**src/rtl/rspe_pkg.sv**
```systemverilog
// Shared types, constants and GF(256) arithmetic for the Reed-Solomon parity encoder.
`timescale 1ns / 1ps

package rspe_pkg;

  localparam int MAX_ECC_DEFAULT = 32;
  localparam int ECC_RESET = 10;
  localparam logic [7:0] GF_POLY_LOW = 8'h1D;

  typedef struct packed {
    logic       init;
    logic       build;
    logic       absorb;
    logic       last;
    logic       capture;
    logic       drain;
    logic [7:0] mul_op;
  } rspe_ctl_t;

  function automatic logic [7:0] gf_xtime(input logic [7:0] a);
    return {a[6:0], 1'b0} ^ (a[7] ? GF_POLY_LOW : 8'h00);
  endfunction

  function automatic logic [7:0] gf_mul(input logic [7:0] a, input logic [7:0] b);
    logic [7:0] p;
    logic [7:0] x;
    p = 8'h00;
    x = a;
    for (int i = 0; i < 8; i++) begin
      if (b[i]) begin
        p = p ^ x;
      end
      x = gf_xtime(x);
    end
    return p;
  endfunction

endpackage

```
**src/rtl/reed_solomon_parity_encoder.sv**
```systemverilog
// Top level of the Reed-Solomon parity encoder: control, generator build and output drain.
//
// Channel   Dir  Handshake          Payload
// s_axis    in   s_tvalid/s_tready  s_tdata = data_byte, s_tlast = last_byte
// m_axis    out  m_tvalid/m_tready  m_tdata = parity_byte, m_tlast = last_parity
// config    in   ecc_count_we       ecc_count
//
// One message byte is absorbed per cycle while s_tready is high; every cell updates in the
// same cycle. A final byte loads the parity bytes into the output shift chain, which drains
// one per cycle while m_tready is high, as the next block already streams in; a final byte
// also waits while parity is pending. After reset or an ecc_count write, the generator is built
// one root per cycle, with s_tready low; reset is synchronous and acts as a write of ten.
`timescale 1ns / 1ps

module reed_solomon_parity_encoder
  import rspe_pkg::*;
#(
  parameter int MAX_ECC = MAX_ECC_DEFAULT
) (
  input  logic       clk,
  input  logic       rst,
  input  logic       ecc_count_we,
  input  logic [5:0] ecc_count,
  input  logic       s_tvalid,
  output logic       s_tready,
  input  logic [7:0] s_tdata,   // [7:0] data_byte
  input  logic       s_tlast,
  output logic       m_tvalid,
  input  logic       m_tready,
  output logic [7:0] m_tdata,   // [7:0] parity_byte
  output logic       m_tlast
);

  localparam int CW = $clog2(MAX_ECC + 1);
  localparam int IW = (MAX_ECC > 1) ? $clog2(MAX_ECC) : 1;

  logic [IW-1:0] n_m1;
  logic [CW-1:0] bcnt;
  logic [CW-1:0] cnt;
  logic [7:0]    root;
  logic [6:0]    cfg_raw;
  logic [6:0]    cfg_n;
  logic          building;
  logic          in_xfer;
  logic          capture;
  logic          drain;
  logic [7:0]    fb;
  rspe_ctl_t     ctl;

  logic [7:0] coef [MAX_ECC];
  logic [7:0] rem  [MAX_ECC];
  logic [7:0] par  [MAX_ECC];

  always_comb begin
    cfg_raw = rst ? 7'(ECC_RESET) : {1'b0, ecc_count};
    if (cfg_raw == 7'd0) begin
      cfg_n = 7'd1;
    end else if (cfg_raw > 7'(MAX_ECC)) begin
      cfg_n = 7'(MAX_ECC);
    end else begin
      cfg_n = cfg_raw;
    end
  end

  assign building = (bcnt != '0);
  assign m_tvalid = (cnt != '0);
  assign m_tlast  = (cnt == CW'(1));
  assign m_tdata  = par[n_m1];
  assign drain    = m_tvalid && m_tready;
  assign s_tready = !building && !ecc_count_we &&
                    (!s_tlast || !m_tvalid || (m_tlast && m_tready));
  assign in_xfer  = s_tvalid && s_tready;
  assign capture  = in_xfer && s_tlast;
  assign fb       = s_tdata ^ rem[n_m1];

  always_comb begin
    ctl.init    = rst || ecc_count_we;
    ctl.build   = building;
    ctl.absorb  = in_xfer;
    ctl.last    = s_tlast;
    ctl.capture = capture;
    ctl.drain   = drain;
    ctl.mul_op  = building ? root : fb;
  end

  always_ff @(posedge clk) begin
    if (rst || ecc_count_we) begin
      n_m1 <= IW'(cfg_n - 7'd1);
      bcnt <= CW'(cfg_n);
      root <= 8'h01;
      cnt  <= '0;
    end else begin
      if (building) begin
        bcnt <= bcnt - CW'(1);
        root <= gf_xtime(root);
      end
      if (capture) begin
        cnt <= CW'(n_m1) + CW'(1);
      end else if (drain) begin
        cnt <= cnt - CW'(1);
      end
    end
  end

  for (genvar d = 0; d < MAX_ECC; d++) begin : g_cell
    if (d == 0) begin : g_head
      rspe_cell u_cell (
        .clk       (clk),
        .ctl       (ctl),
        .seed      (8'h01),
        .prev_coef (8'h00),
        .prev_rem  (8'h00),
        .prev_par  (8'h00),
        .coef      (coef[d]),
        .rem       (rem[d]),
        .par       (par[d])
      );
    end else begin : g_body
      rspe_cell u_cell (
        .clk       (clk),
        .ctl       (ctl),
        .seed      (8'h00),
        .prev_coef (coef[d-1]),
        .prev_rem  (rem[d-1]),
        .prev_par  (par[d-1]),
        .coef      (coef[d]),
        .rem       (rem[d]),
        .par       (par[d])
      );
    end
  end

  a_no_input_while_building: assert property (@(posedge clk) disable iff (rst)
    building |-> !in_xfer)
    else $error("Input transfer accepted while the generator is being built.");

  a_capture_fills_output: assert property (@(posedge clk) disable iff (rst)
    capture |=> (m_tvalid && (cnt == CW'(n_m1) + CW'(1))))
    else $error("Final byte did not load a full parity block.");

  a_count_bounded: assert property (@(posedge clk) disable iff (rst)
    cnt <= CW'(n_m1) + CW'(1))
    else $error("Parity count exceeds the configured length.");

  a_write_clears: assert property (@(posedge clk) disable iff (rst)
    ecc_count_we |=> (rem[0] == 8'h00 && !m_tvalid))
    else $error("Configuration write did not clear the remainder and output.");

endmodule

```
**src/rtl/rspe_cell.sv**
```systemverilog
// One cell of the encoder chain: a generator coefficient, a remainder byte and a parity byte.
`timescale 1ns / 1ps

module rspe_cell
  import rspe_pkg::*;
(
  input  logic       clk,
  input  rspe_ctl_t  ctl,
  input  logic [7:0] seed,
  input  logic [7:0] prev_coef,
  input  logic [7:0] prev_rem,
  input  logic [7:0] prev_par,
  output logic [7:0] coef,
  output logic [7:0] rem,
  output logic [7:0] par
);

  logic [7:0] product;
  logic [7:0] coef_next;
  logic [7:0] rem_next;

  always_comb begin
    product   = gf_mul(ctl.mul_op, coef);
    coef_next = prev_coef ^ product;
    rem_next  = prev_rem ^ product;
  end

  always_ff @(posedge clk) begin
    if (ctl.init) begin
      coef <= seed;
    end else if (ctl.build) begin
      coef <= coef_next;
    end
  end

  always_ff @(posedge clk) begin
    if (ctl.init) begin
      rem <= 8'h00;
    end else if (ctl.absorb) begin
      rem <= ctl.last ? 8'h00 : rem_next;
    end
  end

  always_ff @(posedge clk) begin
    if (ctl.capture) begin
      par <= rem_next;
    end else if (ctl.drain) begin
      par <= prev_par;
    end
  end

endmodule
```
**config.mk**
```make
export PLATFORM = sky130hd
export DESIGN_NAME = reed_solomon_parity_encoder
export DESIGN_NICKNAME = d
export VERILOG_FILES = /design/src/rtl/rspe_pkg.sv /design/src/rtl/reed_solomon_parity_encoder.sv /design/src/rtl/rspe_cell.sv
export SDC_FILE = /design/constraint.sdc
export NUM_CORES = 2
export LEC_CHECK = 0
export BUFFER_PORTS_ARGS = -buffer_cell sky130_fd_sc_hd__buf_2
export CAP_MARGIN = 0
export CORE_MARGIN = 8
export CORE_UTILIZATION = 37
export DETAILED_ROUTE_END_ITERATION = 8
export GPL_ROUTABILITY_DRIVEN = 0
export PLACE_DENSITY = 0.5
export REMOVE_ABC_BUFFERS = 1
export SYNTH_ARGS = -nofsm -noshare
export SYNTH_HDL_FRONTEND = slang
export SYNTH_SLANG_ARGS = --single-unit
```
**constraint.sdc**
```tcl
create_clock -name clk -period 19 [get_ports clk]
set_input_delay 1.9 -clock clk [delete_from_list [all_inputs] [get_ports clk]]
set_output_delay 1.9 -clock clk [all_outputs]
set_load 0.01 [all_outputs]
```
==> impl_metrics.csv <==
group,metric,value,unit
synthesis,ys.flop_type,"dfxtp_1",
clock_tree,cts_buffers,100,
floorplanning,coreArea,181000,um^2
sta,rsz0062_at_grt,"false",
sta,tightest_slew,1550,ps
hold_path,min_path_cells,2,
routing,top_layer_used,"met5",
synthesis,synth_most_common_cell,"nand2_1",
setup_path,crit_type,"flop to flop",
clock_tree,cts-resized-gates,0,
synthesis,synth-edff-count,267,
clock_tree,post_cts_buffers,0,
setup_path,reg2regPathDepth,18,
placement,hpwl,189000,um
flow_run,maxCapViolations,2,
setup_path,crit_chain,"buf_4, buf_4, buf_4, mux4_2, a22o_1, a211oi_1, nor3_1, o211ai_1, a21oi_1, o31ai_4, buf_4, buf_4, buf_4, nand2_1, xnor2_1, xnor2_1, xor2_1, o21ai_0",
setup_path,cpLargestDelayFamily,"buffers and inverters",
sta,hold_violations,0,
routing,initialDrtViolationCount,7754,
clock_tree,clock-root-buffer,"clkbuf_16",
synthesis,async_flop_share,0,%
hold_path,hold_path_class,"flop to flop",
routing,wire_per_inst,29.4,um
sta,clock_skew,40.8,ps
grt,grt_max_degree,217,
setup_path,worstPathArrival,10240,ps
synthesis,ys_seq_area_share,27.5,%
routing,vias,60800,
clock_tree,cts_hold_buf,0,
routing,first_pass_iters,6,
routing,drc,0,
setup_path,path_max_fanout,66,
clock_tree,clock_path_buffers,3,
setup_path,cp_slowest_cell,"o211ai_1",
sta,fin_crit_sh,51.5,%
placement,post-place-cells,10000,
synthesis,synth.area.top_cells,"xnor2_1 17%, dfxtp_1 16%, nand2_1 13%",
synthesis,synth_seq_cells,793,
setup_path,cp-start-kind,"flop",
setup_path,cp_common_cell,"buf_4",
routing,wl_met1,122000,um
clock_tree,insertion_delay,760,ps
cells_and_area,final_cells,10200,
synthesis,synth_area,67500,um^2
synthesis,ys_warn_count,0,
power,power_density,79.5,nW/um^2
routing,avgViaCountPerCell,5.95,
synthesis,synth.avg_cell_area,8.08,um^2
hold_path,min-delay-start,"g_cell[31].g_body.u_cell.rem[1]",
floorplanning,fp.dieW,443,um
sta,slew_viol_final,9,
setup_path,worstReg2RegStart,"n_m1[0]",
routing,drt_wl_total,300000,um
setup_path,worst-path-buf-inv,6,
floorplanning,start_util,37.3,%
sta,relSlewSlack,-4.06,%
placement,place_ws,9680,ps
synthesis,netlist_instances,8350,
hold_path,hold_end,"g_cell[31].g_body.u_cell.rem[1]",
clock_tree,h-tree-depth,3,
cells_and_area,final_nets,7775,
cells_and_area,syn_to_final_growth,7.10,%
cells_and_area,drive_gt1_share,6.88,%
clock_tree,path_clk_slew,60,ps
floorplanning,num_io_pins,31,
floorplanning,fp.dieH,443,um
grt,grt_pass1_vias,56500,
sta,max_freq,102,MHz
setup_path,cp.required,19450,ps
power,power.leakage,23.7,nW
grt,grt-ovfl-total,0,
synthesis,synth.distinct_cells,65,
synthesis,synth_top_area_cell,"xnor2_1",
grt,grt_use_total,29.0,%
cells_and_area,fill_cells,18000,
setup_path,critPathMaxStageDelay,1250,ps
clock_tree,cts_tree,"built",
sta,hold_slack,457,ps
placement,portBuffers,30,
floorplanning,die-area,196000,um^2
routing,wl_met3,29000,um
routing,dr_wl_met2,131000,um
power,ir_worst_vdd,0.0681,mV
grt,grt_pass1_wl,425000,um
sta,timing.final.ws_setup,9210,ps
sta,finalSetupViolations,0,
run_status,status,"finished with violations",
floorplanning,num_rows,156,
synthesis,synthTopCellsByCount,"2,289 x nand2_1, 1,283 x xnor2_1, 789 x o21ai_0",
synthesis,synth_top_area_share,16.6,%
grt,grt_antenna_before_repair,16,
sta,fin_crit,9790,ps
routing,ant_nets,0,
run_status,violations,"capacitance limit, slew limit",
setup_path,rrSetupSlack,9210,ps
setup_path,endpoint_kind,"flop",
clock_tree,cts.sinks,793,
setup_path,r2r-end,"g_cell[17].g_body.u_cell.par[0]",
## how the worst max path moves through the flow
stage / from / to / cells after the start
6_report: n_m1[0] / g_cell[17].g_body.u_cell.par[0] / 18
5_1_grt: n_m1[0] / g_cell[17].g_body.u_cell.par[0] / 18
4_1_cts: n_m1[0] / g_cell[17].g_body.u_cell.par[0] / 18
3_5_place_dp: n_m1[0] / g_cell[17].g_body.u_cell.par[0] / 18
3_3_place_gp: n_m1[0] / g_cell[17].g_body.u_cell.par[0] / 18
2_1_floorplan: bcnt[2] / g_cell[0].g_head.u_cell.par[0] / 6
## cell families (layout without fill, tap and decap cells)
family                     count (synthesis)  after routing  synth area share, %
AOI/OAI and AO/OA                       1660           1660                 14.7
xor gates and xnor gates                1930           1930                 29.7
adders and majority gates                  6              6                0.111
buffers and inverters                    891            378                 5.31
DFF                                      793            793                 27.5
muxes                                    262            262                 5.92
other                                      0             12                    0
and+or+nand+nor                         2808           2808                 16.8
## area by class of cell
type / instances / area, um^2 / share of cell area, %
clock buffer: 129 / 2800 / 3.87
multi-input combinational: 6666 / 45800 / 63.4
clock inverter: 61 / 726 / 1.00
timing repair buffer: 166 / 1300 / 1.79
antenna: 12 / 30.0 / 0.0415
tap: 2370 / 2970 / 4.10
sequential: 793 / 18500 / 25.7
inverter: 22 / 87.6 / 0.121
## metal layers
metal / GRT usage, % / up-vias
met4: 14.2 / 2
met2: 44.7 / 3372
met3: 5.40 / 712
li1: - / 26800
met1: 39.1 / 29900
met5: 0 / -
## cells in the final DEF, fill, tap and decap left out, drive strengths merged, types with 29 or more instances in the layout
| cell | instances |
|---|---|
| a21o | 52 |
| nand3b | 31 |
| nand2 | 2289 |
| or4 | 31 |
| clkinv | 34 |
| o211ai | 154 |
| dfxtp | 526 |
| a22oi | 74 |
| nor2b | 37 |
| mux2 | 37 |
| mux4 | 106 |
| nor2 | 164 |
| a21oi | 206 |
| a211o | 30 |
| a22o | 42 |
| nand3 | 163 |
| a31oi | 70 |
| xnor2 | 1290 |
| edfxtp | 267 |
| clkbuf | 129 |
| o221ai | 30 |
| a32oi | 29 |
| mux2i | 119 |
| o21ai | 861 |
| buf | 166 |
| a211oi | 82 |
| nand4 | 31 |
| xor2 | 417 |
| xnor3 | 200 |
## metrics by stage
stage               total power [W]  utilization (%)  instance area (um^2)  setup TNS [ps]
global placement            0.00361             38.0                 68700               0
finish                      0.00575             40.0                 72300               0
global route                0.00586             39.9                 72300               0
CTS                         0.00571             39.9                 72300               0
detailed placement          0.00362             38.0                 68700               0
floorplan                   0.00288                -                 64000        -4441860
## tightest hold or removal path: stages, from the launching register on
cell and delay, ps:
dfxtp_1 320, nand2_1 40, o21ai_0 60
## report_power, final
| part | switching, W | total (W) | internal (W) | leakage [nW] |
|---|---|---|---|---|
| Combinational | 0.00116 | 0.00160 | 0.000444 | 15.4 |
| Clock | 0.000871 | 0.00210 | 0.00123 | 1.70 |
| Sequential | 0.000151 | 0.00204 | 0.00189 | 6.67 |
## flip-flops by register name (all words and copies together), names as in the netlist
register and flops:
n_m1 5, g_cell.g_body.u_cell.coef 248, g_cell.g_head.u_cell.rem 8, g_cell.g_body.u_cell.par 248
g_cell.g_head.u_cell.par 8, cnt 6, g_cell.g_body.u_cell.rem 248, bcnt 6
root 8, g_cell.g_head.u_cell.coef 8
(Power assumes the default switching activity.)
